## src/rtl/bhff_pkg.sv

```systemverilog
`default_nettype none
package bhff_pkg;

  // "BEGINHDR" with the first character in the low byte
  localparam logic [63:0] MARK_BEGIN  = 64'h5244484E49474542;
  // "ENDH"
  localparam logic [31:0] MARK_END    = 32'h48444E45;
  // "LOAD"
  localparam logic [31:0] LABEL_RESET = 32'h44414F4C;

  typedef struct packed {
    logic [7:0] data_byte;
    logic       is_last;
  } step_t;

  typedef struct packed {
    logic [31:0] field_value;
    logic        found;
  } result_t;

endpackage
`default_nettype wire

```

## src/rtl/bhff_in_if.sv

```systemverilog
`default_nettype none
interface bhff_in_if;
  logic       valid;
  logic       ready;
  logic [7:0] data_byte;
  logic       is_last;

  modport source (output valid, output data_byte, output is_last, input ready);
  modport sink (input valid, input data_byte, input is_last, output ready);
endinterface
`default_nettype wire

```

## src/rtl/bhff_out_if.sv

```systemverilog
`default_nettype none
interface bhff_out_if;
  logic        valid;
  logic        ready;
  logic [31:0] field_value;
  logic        found;

  modport source (output valid, output field_value, output found, input ready);
  modport sink (input valid, input field_value, input found, output ready);
endinterface
`default_nettype wire

```

## src/rtl/bhff_scan.sv

```systemverilog
`default_nettype none
module bhff_scan #(
  parameter int BEGIN_LIMIT  = 128,
  parameter int HEADER_LIMIT = 256
) (
  input  wire                    clk,
  input  wire                    rst,
  input  wire                    step_en,
  input  bhff_pkg::step_t        step,
  input  wire                    cfg_we,
  input  wire  [31:0]            cfg_data,
  output bhff_pkg::result_t      res
);
  import bhff_pkg::*;

  localparam int OFFSET_SAT = (BEGIN_LIMIT + HEADER_LIMIT > 511) ?
                              (BEGIN_LIMIT + HEADER_LIMIT) : 511;
  localparam int OFF_W = $clog2(OFFSET_SAT + 1);
  localparam int END_W = OFF_W + 1;
  localparam int HS_W  = $clog2(BEGIN_LIMIT + 1);

  localparam logic [1:0] PH_SEEK = 2'd0;
  localparam logic [1:0] PH_HDR  = 2'd1;
  localparam logic [1:0] PH_DONE = 2'd2;

  logic [31:0]      label_code;
  logic [OFF_W-1:0] byte_offset;
  logic [63:0]      window_bytes;
  logic [1:0]       scan_phase;
  logic [HS_W-1:0]  header_start;
  logic [31:0]      held_value;
  logic             held_found;

  logic [63:0]      window_next;
  logic [1:0]       phase_next;
  logic [HS_W-1:0]  start_next;
  logic [31:0]      value_next;
  logic             found_next;
  logic [END_W-1:0] end_cnt;
  logic [END_W-1:0] rel;

  assign window_next = {step.data_byte, window_bytes[63:8]};
  assign end_cnt     = {1'b0, byte_offset} + END_W'(1);
  assign rel         = end_cnt - {{(END_W-HS_W){1'b0}}, header_start};

  always_comb begin
    phase_next = scan_phase;
    start_next = header_start;
    value_next = held_value;
    found_next = held_found;
    case (scan_phase)
      PH_SEEK: begin
        // marker ending here starts at a multiple of four from offset 8
        if (end_cnt >= END_W'(16) && end_cnt[1:0] == 2'b00 &&
            end_cnt <= END_W'(BEGIN_LIMIT) && window_next == MARK_BEGIN) begin
          start_next = end_cnt[HS_W-1:0];
          phase_next = PH_HDR;
        end
      end
      PH_HDR: begin
        if (end_cnt >= {{(END_W-HS_W){1'b0}}, header_start}) begin
          if (rel > END_W'(HEADER_LIMIT)) begin
            phase_next = PH_DONE;
          end else if (rel >= END_W'(8) && rel[2:0] == 3'b000) begin
            if (window_next[31:0] == MARK_END) begin
              phase_next = PH_DONE;
            end else if (window_next[31:0] == label_code) begin
              value_next = window_next[63:32];
              found_next = 1'b1;
              phase_next = PH_DONE;
            end
          end
        end
      end
      default: begin
      end
    endcase
  end

  assign res.field_value = value_next;
  assign res.found       = found_next;

  always_ff @(posedge clk) begin
    if (rst) begin
      label_code <= LABEL_RESET;
    end else if (cfg_we) begin
      label_code <= cfg_data;
    end
  end

  always_ff @(posedge clk) begin
    if (rst) begin
      byte_offset  <= '0;
      window_bytes <= '0;
      scan_phase   <= PH_SEEK;
      header_start <= '0;
      held_value   <= '0;
      held_found   <= 1'b0;
    end else if (step_en) begin
      if (step.is_last) begin
        byte_offset  <= '0;
        window_bytes <= '0;
        scan_phase   <= PH_SEEK;
        header_start <= '0;
        held_value   <= '0;
        held_found   <= 1'b0;
      end else begin
        if (byte_offset < OFF_W'(OFFSET_SAT)) begin
          byte_offset <= byte_offset + OFF_W'(1);
        end
        window_bytes <= window_next;
        scan_phase   <= phase_next;
        header_start <= start_next;
        held_value   <= value_next;
        held_found   <= found_next;
      end
    end
  end

endmodule
`default_nettype wire

```

## src/rtl/boot_header_field_finder_unit.sv

```systemverilog
`default_nettype none
// An accepted last byte is held in the input register; its result is then held in the result register.
// Throughput: one byte per cycle; a byte leaves the input register every cycle
// unless it is a last byte and the result register is full and not taken.
// Reset (rst, synchronous): clears scan state, empties both registers and
// loads the label register with "LOAD".
module boot_header_field_finder_unit #(
  parameter int BEGIN_LIMIT  = 128,
  parameter int HEADER_LIMIT = 256
) (
  input  wire         clk,
  input  wire         rst,
  bhff_in_if.sink     in_ch,
  bhff_out_if.source  out_ch,
  input  wire         cfg_we,
  input  wire  [31:0] cfg_data
);
  import bhff_pkg::*;

  logic    s1_valid;
  step_t   s1_step;
  logic    out_valid;
  result_t out_res;
  result_t scan_res;
  logic    advance;
  logic    step_en;

  // only a last byte needs room in the result register
  assign advance     = !out_valid || out_ch.ready;
  assign step_en     = s1_valid && (advance || !s1_step.is_last);
  assign in_ch.ready = !s1_valid || step_en;

  always_ff @(posedge clk) begin
    if (rst) begin
      s1_valid <= 1'b0;
    end else if (in_ch.ready) begin
      s1_valid <= in_ch.valid;
    end
  end

  always_ff @(posedge clk) begin
    if (in_ch.ready && in_ch.valid) begin
      s1_step.data_byte <= in_ch.data_byte;
      s1_step.is_last   <= in_ch.is_last;
    end
  end

  bhff_scan #(
    .BEGIN_LIMIT  (BEGIN_LIMIT),
    .HEADER_LIMIT (HEADER_LIMIT)
  ) u_scan (
    .clk      (clk),
    .rst      (rst),
    .step_en  (step_en),
    .step     (s1_step),
    .cfg_we   (cfg_we),
    .cfg_data (cfg_data),
    .res      (scan_res)
  );

  always_ff @(posedge clk) begin
    if (rst) begin
      out_valid <= 1'b0;
    end else if (advance) begin
      out_valid <= step_en && s1_step.is_last;
    end
  end

  always_ff @(posedge clk) begin
    if (step_en && s1_step.is_last) begin
      out_res <= scan_res;
    end
  end

  assign out_ch.valid       = out_valid;
  assign out_ch.field_value = out_res.field_value;
  assign out_ch.found       = out_res.found;

  // a stalled byte in the input register is never dropped or overwritten
  a_s1_hold: assert property (@(posedge clk) disable iff (rst)
    s1_valid && !step_en |=> s1_valid && $stable(s1_step))
    else $error("input register changed while stalled");

  a_ready_when_empty: assert property (@(posedge clk) disable iff (rst)
    !out_valid |-> in_ch.ready)
    else $error("input stalled with empty result register");

  a_zero_not_found: assert property (@(posedge clk) disable iff (rst)
    out_valid && !out_res.found |-> out_res.field_value == 32'd0)
    else $error("nonzero value without a match");

endmodule
`default_nettype wire
```

## src/flat_wrapper.sv

```systemverilog
// flat-port wrapper written by rule: the top's interface ports become plain ports
module boot_header_field_finder_unit_flat import bhff_pkg::*;
#(
  parameter int BEGIN_LIMIT  = 128,
  parameter int HEADER_LIMIT = 256
)
  (clk, rst, cfg_we, cfg_data, in_ch_valid, in_ch_data_byte, in_ch_is_last, in_ch_ready, out_ch_valid, out_ch_field_value, out_ch_found, out_ch_ready);
  bhff_in_if in_ch_i ();
  bhff_out_if out_ch_i ();
  input  wire clk;
  input  wire rst;
  input  wire cfg_we;
  input  wire  [31:0] cfg_data;
  input wire logic [$bits(in_ch_i.valid)-1:0] in_ch_valid;
  input wire logic [$bits(in_ch_i.data_byte)-1:0] in_ch_data_byte;
  input wire logic [$bits(in_ch_i.is_last)-1:0] in_ch_is_last;
  output wire logic [$bits(in_ch_i.ready)-1:0] in_ch_ready;
  output wire logic [$bits(out_ch_i.valid)-1:0] out_ch_valid;
  output wire logic [$bits(out_ch_i.field_value)-1:0] out_ch_field_value;
  output wire logic [$bits(out_ch_i.found)-1:0] out_ch_found;
  input wire logic [$bits(out_ch_i.ready)-1:0] out_ch_ready;
  assign in_ch_i.valid = in_ch_valid;
  assign in_ch_i.data_byte = in_ch_data_byte;
  assign in_ch_i.is_last = in_ch_is_last;
  assign in_ch_ready = in_ch_i.ready;
  assign out_ch_valid = out_ch_i.valid;
  assign out_ch_field_value = out_ch_i.field_value;
  assign out_ch_found = out_ch_i.found;
  assign out_ch_i.ready = out_ch_ready;
  boot_header_field_finder_unit #(.BEGIN_LIMIT(BEGIN_LIMIT), .HEADER_LIMIT(HEADER_LIMIT)) u_core (.clk(clk), .rst(rst), .in_ch(in_ch_i), .out_ch(out_ch_i), .cfg_we(cfg_we), .cfg_data(cfg_data));
endmodule
```

## config.mk

```make
export PLATFORM = sky130hd
export DESIGN_NAME = boot_header_field_finder_unit_flat
export DESIGN_NICKNAME = d
export VERILOG_FILES = /design/src/rtl/bhff_pkg.sv /design/src/rtl/bhff_in_if.sv /design/src/rtl/bhff_out_if.sv /design/src/rtl/bhff_scan.sv /design/src/rtl/boot_header_field_finder_unit.sv /design/src/flat_wrapper.sv
export SDC_FILE = /design/constraint.sdc
export NUM_CORES = 1
export LEC_CHECK = 0
export BUFFER_PORTS_ARGS = -buffer_cell sky130_fd_sc_hd__buf_2
export CAP_MARGIN = 10
export CORE_AREA = 10 10 130 132
export CTS_CLUSTER_DIAMETER = 30
export DETAILED_ROUTE_END_ITERATION = 8
export DIE_AREA = 0 0 140 142
export GPL_TIMING_DRIVEN = 0
export PLACE_DENSITY_LB_ADDON = 0.15
export SLEW_MARGIN = 0
export SYNTH_ARGS = -nofsm -noshare
export SYNTH_HDL_FRONTEND = slang
export SYNTH_SLANG_ARGS = --single-unit
```

## constraint.sdc

```tcl
create_clock -name clk -period 4.5 [get_ports clk]
set_input_delay 0.675 -clock clk [delete_from_list [all_inputs] [get_ports clk]]
set_output_delay 0.675 -clock clk [all_outputs]
set_load 0.005 [all_outputs]
```

==> results of run 1 <==
## routing by layer
metal	wire length, µm	vias up	part of all wire [%]
li1	-	3090	-
met1	8880	3090	43
met2	10100	205	49
met3	1110	34	5.4
met4	380	0	1.9
met5	0	-	0
## placed cells by master (no fill, tap or decap), drive strengths merged, types with 3 or more instances in the layout
| master | synthesis | final |
|---|---|---|
| dfxtp | 142 | 142 |
| buf | 22 | 102 |
| nand2 | 87 | 87 |
| a21oi | 73 | 73 |
| nand3b | 56 | 56 |
| nor2 | 50 | 50 |
| clkbuf | 31 | 49 |
| edfxtp | 42 | 42 |
| xor2 | 41 | 41 |
| mux2i | 38 | 38 |
| a22o | 33 | 33 |
| mux2 | 32 | 32 |
| inv | 13 | 18 |
| nand3 | 15 | 15 |
| nor4 | 12 | 12 |
| o21ai | 12 | 12 |
| nor2b | 11 | 11 |
| nand4 | 9 | 9 |
| ha | 9 | 9 |
| clkinv | 1 | 9 |
| nor4b | 8 | 8 |
| a211oi | 5 | 5 |
| nand2b | 4 | 4 |
| a22oi | 4 | 4 |
| and3 | 4 | 4 |
| nor3 | 4 | 4 |
| nor4bb | 3 | 3 |
| a31oi | 3 | 3 |
| or3 | 3 | 3 |
| and4 | 3 | 3 |
| nor3b | 3 | 3 |
| o31ai | 3 | 3 |
## worst max-delay path, cell delays in order, from the launching register on
cell and delay [ps]:
dfxtp_4 410, ha_4 200, and4_1 250, nand2_1 80, xor2_1 180, inv_1 90, ha_2 360, nor4b_1 170
a2111o_1 400, a311oi_1 210, o21ai_1 200, o31ai_4 230, nand4b_1 180, a2111oi_4 300, buf_4 220, buf_4 210
mux2_2 360
## registers in the layout, indices dropped and copies added (netlist names), 2 cells and up
register and cells:
u_core.u_scan.held_value 32, u_core.u_scan.header_start 8, u_core.out_ch.field_value 32, u_core.u_scan.scan_phase 2, u_core.u_scan.byte_offset 9, u_core.u_scan.window_bytes 56, u_core.u_scan.label_code 32, u_core.s1_step 9
## power groups by stage
stage	Clock, W	Combinational [W]	Sequential, W
after CTS	0.00154	0.000188	0.00174
after floorplan	0	0.000125	0.00177
final	0.00153	0.000190	0.00174
after global routing	0.00161	0.000209	0.00174
after global placement	0	0.000176	0.00178
after detailed placement	0	0.000186	0.00178
## area by class of cell
class | instances | area, µm²
fill | 1156 | 4830
buffer | 53 | 233
inverter | 14 | 52.6
multi-input combinational | 553 | 3810
timing repair buffer | 81 | 433
tap | 184 | 230
clock inverter | 15 | 188
clock buffer | 17 | 425
sequential | 184 | 4110
antenna | 1 | 2.50
## metrics by stage
stage	TNS [ps]	setup slack, ps
finish	0	185
global route	-287	-28.6
CTS	0	0.924
detailed placement	-28700	-508
global placement	-22340	-426
floorplan	0	401
## cells by family after synthesis
family,share of synthesized area (%)
flops,50.4
buf+inv,3.41
mux,9.10
simple gates,18.5
xor+xnor,4.63
fa+ha+maj,1.63
compound gates,12.3
## final timing paths
path,slack (ps),cells past startpoint,startpoint,to
worst max-delay path,180,16,u_core.u_scan.byte_offset[0]$_SDFFE_PP0P_,u_core.out_ch.field_value[23]$_DFFE_PP_
worst min register to register,470,2,u_core.u_scan.header_start[0]$_SDFFE_PP0P_,u_core.u_scan.header_start[0]$_SDFFE_PP0P_
worst max register to register,180,16,u_core.u_scan.byte_offset[0]$_SDFFE_PP0P_,u_core.out_ch.field_value[23]$_DFFE_PP_
worst min-delay path,420,1,in_ch_data_byte[5],u_core.s1_step[6]$_DFFE_PP_
## repair_timing
action	CTS	global route
endpoints found under the setup margin	66	66
resized for setup	7	8
setup buffers	2	0
pin swaps	1	1
==> results_dict.tcl, run 1 <==
set metrics [dict create \
    cap_violations 0 \
    holdWs_ps 416 \
    worstSkewPairLatency_ps 440 \
    clockBufferDepth 2 \
    p_sw_w 0.000830 \
    async_reset_ff_share_pct 0 \
    gr-usage-met1_pct 24.3 \
    area_delta_synth_final_pct 16.5 \
    io_buffers 78 \
    synth_cell_types 58 \
    cts.sinks 184 \
    critPathMaxFanout 10 \
    pin_count 81 \
    firstDrtPassIters 5 \
    fin_skew_ps 14.9 \
    cp-end-kind "flop" \
    drtIter0Drc 623 \
    maxSlewHeadroom_pct 19.9 \
    postLayoutCoreUtil_pct 66.2 \
    routed_wl_um 20500 \
    design_area_mm2 0.00948 \
    finalHoldViolations 0 \
    synthTopCellsByCount "142 x dfxtp_1, 87 x nand2_1, 73 x a21oi_1" \
    ctsRootBufferMaster "clkbuf_16" \
    dp_hpwl_um 15000 \
    ys.flop_type "dfxtp_1" \
    die-width_um 140 \
    path_class "reg -> reg" \
    synth_top_cell_by_area "dfxtp_1" \
    yosysMostFrequentCell "dfxtp_1" \
    p_int_w 0.00263 \
    finalCritPeriodShare_pct 95.9 \
    min_period_ps 4320 \
    synthCells 804 \
    grt_max_degree 24 \
    clkPwrFrac_pct 44.2 \
    antenna_left 0 \
    use_met2_pct 34.6 \
    cts_tree "yes" \
    worst_setup_path_start_kind "flop" \
    synth_area_mm2 0.00814 \
    row_count 44 \
    core_mm2 0.0143 \
    grt_overflow_total 0 \
    grt_pass1_wl_um 32900 \
    antenna_found_initial 1 \
    stdcell_count 1102 \
    combPwrFrac_pct 5.5 \
    place_area_mm2 0.00879 \
    crit_arrival_ps 4490 \
    synth_top_cell_area_share_pct 34.9 \
    routedWlPerCell_um 18.6 \
    switching_share_pct 24.0 \
    cts_buffers 17 \
    vias 6419 \
    die_h_um 142 \
    min_path_type "in -> reg" \
    grt_busiest_layer "met2" \
    leakagePower_nw 3.84 \
    die_area_mm2 0.0199 \
    finalPower_w 0.00346 \
    synth_edf_count 42 \
    hold_buffers 0 \
    gp_congestion 0.897 \
    grt_pass1_vias 6481 \
    avgSynthCellArea_um2 10.1 \
    fmax_mhz 232 \
    yosys_warnings 0 \
    drive_above_1_share_pct 18.6 \
    synth-seq-cells 184 \
    maxSlewViolCount 0 \
    ys_seq_area_share_pct 50.4 \
    crit_required_ps 4670 \
    cellPowerDensity_mw_per_mm2 365 \
    grtUsageMet3_pct 4.97 \
    ir_worst_vdd_uv 308 \
    avgViaCountPerCell 5.82 \
    status "complete, no violations" \
    syn-num-nets 860 \
    power_frac_seq_pct 50.3 \
    dp_cells 1067 \
    rsz0062_at_grt "true" \
    worstMarginPinSlew_ps 1200 \
    drc 0 \
    floorplan.initialDensity_pct 56.9 \
    yosys-top-cells-area "dfxtp_1 35%, edfxtp_1 15%, nand3b_1 5.2%, mux2i_1 4.7%, a21oi_1 4.5%" \
    setup-violations-final 0 \
    grtUsageTotal_pct 20.2 \
    h-tree-depth 4 \
    nets 960 \
    path_clk_slew_ps 70 \
]
(Power assumes the default switching activity.)
==> inputs of run 2 (changes only) <==
--- a/config.mk
+++ b/config.mk
@@ -12,7 +12,9 @@
 export DETAILED_ROUTE_END_ITERATION = 8
 export DIE_AREA = 0 0 140 142
 export GPL_TIMING_DRIVEN = 0
-export PLACE_DENSITY_LB_ADDON = 0.15
+export MAX_ROUTING_LAYER = met4
+export PLACE_DENSITY = 0.77
+export SETUP_SLACK_MARGIN = 0.4
 export SLEW_MARGIN = 0
 export SYNTH_ARGS = -nofsm -noshare
 export SYNTH_HDL_FRONTEND = slang
==> run 2 against run 1 <==
Die area did not move. Clock-buffer cell count unchanged. Sequential share of layout area shrank 1.9 points. Clock skew down 6.5 ps. Sequential cell count did not move. Combinational power is 7% higher. Via count up 3.2%. Global-route usage increased by 1.1 points. Critical endpoint is now u_core.u_scan.held_value[2]$_SDFFE_PP0P_. Largest cell class unchanged. Largest power group unchanged.
==> results_dict.tcl, run 2 (synthesis results as in run 1) <==
set metrics [dict create \
    grt_overflow_total 0 \
    worstSkewPairLatency_ps 440 \
    rsz0062_at_grt "true" \
    cp-end-kind "flop" \
    cts.sinks 184 \
    cts_buffers 17 \
    drive_above_1_share_pct 21.6 \
    finalHoldViolations 0 \
    die_h_um 142 \
    path_class "reg -> reg" \
    worst-r2r-cell-count 18 \
    top_register "u_core.u_scan.window_bytes" \
    ctsRootBufferMaster "clkbuf_16" \
    cts_tree "yes" \
    clkPwrFrac_pct 44.2 \
    power_frac_seq_pct 50.0 \
    cellPowerDensity_mw_per_mm2 351 \
    path_clk_slew_ps 70 \
    vias 6622 \
    fillers 1094 \
    p_int_w 0.00264 \
    h-tree-depth 4 \
    grt_pass1_vias 6412 \
    floorplan.initialDensity_pct 56.9 \
    multi_input_area_mm2 0.00398 \
    crit_arrival_ps 4450 \
    p_sw_w 0.000843 \
    switching_share_pct 24.2 \
    crit_required_ps 4830 \
    gp_congestion 0.921 \
    core_mm2 0.0143 \
    drtIter0Drc 699 \
    leakagePower_nw 4.01 \
    antenna_left 0 \
    r2r_end "u_core.u_scan.held_value[2]$_SDFFE_PP0P_" \
    cap_violations 0 \
    grtUsageTotal_pct 21.3 \
    min_period_ps 4120 \
    grt_max_degree 36 \
    critPathMaxFanout 10 \
    area_delta_synth_final_pct 22.0 \
    nets 977 \
    clockBufferDepth 2 \
    fmax_mhz 242 \
    firstDrtPassIters 5 \
    holdWs_ps 410 \
    routed_wl_um 21700 \
    worstMarginPinSlew_ps 1200 \
    routedWlPerCell_um 19.4 \
    crit_path_start "u_core.u_scan.byte_offset[0]$_SDFFE_PP0P_" \
    fin_skew_ps 8.38 \
    io_buffers 78 \
    num_antenna_cells 0 \
    combPwrFrac_pct 5.8 \
    setup-violations-final 0 \
    rrSetupSlack_ps 380 \
    antenna_found_initial 0 \
    finalPower_w 0.00348 \
    maxSlewViolCount 0 \
    finalCritPeriodShare_pct 91.7 \
    r2r_start "u_core.u_scan.byte_offset[0]$_SDFFE_PP0P_" \
    status "complete, no violations" \
    min_path_type "in -> reg" \
    worstSetupEndpoint "u_core.u_scan.held_value[2]$_SDFFE_PP0P_" \
    die_area_mm2 0.0199 \
    dp_slack_ps -538 \
    setup_ws_ps 375 \
    layout_commonest_cell "dfxtp_1" \
    pin_count 81 \
    drc 0 \
    largest_register_ffs 56 \
    ir_worst_vdd_uv 278 \
    maxSlewHeadroom_pct 19.6 \
    row_count 44 \
    dp_hpwl_um 14700 \
    avgViaCountPerCell 5.92 \
    worst_setup_path_start_kind "flop" \
    seq_area_mm2 0.00412 \
    mostFrequentLayoutCells "137 x dfxtp_1, 86 x nand2_1, 79 x buf_2, 73 x a21oi_1, 56 x nand3b_1" \
    grt_pass1_wl_um 33500 \
    die-width_um 140 \
]
run 2: changes by cell type in the layout (fill, tap and decap cells not counted), moves of 3 or more:
cell / previous run / this run
mux2_4: 0 / 32
buf_8: 0 / 5
buf_6: 0 / 8
buf_2: 83 / 79
buf_4: 8 / 13
mux2_2: 32 / 0
dfxtp_1: 140 / 137
run 2: power by group through the flow:
stage                     combinational [W]  clock [W]  sequential [W]
final                              0.000203    0.00154         0.00174
after detailed placement           0.000183          0         0.00178
after global placement             0.000179          0         0.00178
after CTS                          0.000191    0.00155         0.00174
after global routing               0.000221    0.00163         0.00174
after floorplan                    0.000125          0         0.00177
run 2: worst max-delay path, cell delays in order, from the launching register on:
cell,delay [ps]
dfxtp_4,380
ha_4,160
and4_4,240
nand2_2,60
xor2_1,170
inv_1,120
ha_4,340
nor2b_4,50
a2111o_1,400
a311oi_1,200
o21ai_1,170
o31ai_2,290
nand4b_1,200
a2111oi_4,390
buf_6,240
o31ai_4,80
buf_6,160
buf_6,140
a22o_1,230
run 2: final cells by class:
| cell class | instances | area share, % |
|---|---|---|
| Inverter | 14 | 0.529 |
| Timing Repair Buffer | 98 | 6.40 |
| Buffer | 53 | 3.06 |
| Multi-Input combinational cell | 553 | 40.0 |
| Sequential cell | 184 | 41.5 |
| Clock inverter | 15 | 1.88 |
| Tap cell | 184 | 2.32 |
| Clock buffer | 17 | 4.29 |
run 2: repair_timing:
| item | in CTS | in global routing |
|---|---|---|
| cloned | 1 | 3 |
| setup endpoints to repair | 66 | 66 |
| gates resized for setup | 29 | 65 |
| hold endpoints to repair | 0 | 0 |
| hold buffers | 0 | 0 |
| setup buffers | 10 | 6 |
| pin swaps | 6 | 13 |
run 2: worst min path at each step:
stage / startpoint / to / slack (ps) / depth (start not counted)
finish: in_ch_data_byte[3] / u_core.s1_step[4]$_DFFE_PP_ / 410 / 1
global route: in_ch_data_byte[3] / u_core.s1_step[4]$_DFFE_PP_ / 390 / 1
CTS: in_ch_data_byte[3] / u_core.s1_step[4]$_DFFE_PP_ / 400 / 1
detailed placement: u_core.u_scan.held_value[2]$_SDFFE_PP0P_ / u_core.u_scan.held_value[2]$_SDFFE_PP0P_ / 460 / 1
global placement: u_core.u_scan.header_start[6]$_SDFFE_PP0P_ / u_core.u_scan.header_start[6]$_SDFFE_PP0P_ / 450 / 2
floorplan: u_core.u_scan.header_start[6]$_SDFFE_PP0P_ / u_core.u_scan.header_start[6]$_SDFFE_PP0P_ / 430 / 2
run 2: through the flow:
stage               instances  area, µm²  utilization [%]  TNS (ps)
floorplan                 804       8140                -         0
global placement         1066       8760             61.2    -27830
detailed placement       1066       8760             61.2    -29120
CTS                      1109       9610             67.1         0
global route             1118       9930             69.4         0
finish                   1118       9930             69.4         0
run 2: metal layers:
layer	track usage (%)	part of all wire, %	vias to the layer above
met4	7.28	2.0	0
met3	5.01	6.0	34
met2	34.3	49	263
met5	-	0	-
li1	-	-	3127
met1	25.8	43	3198
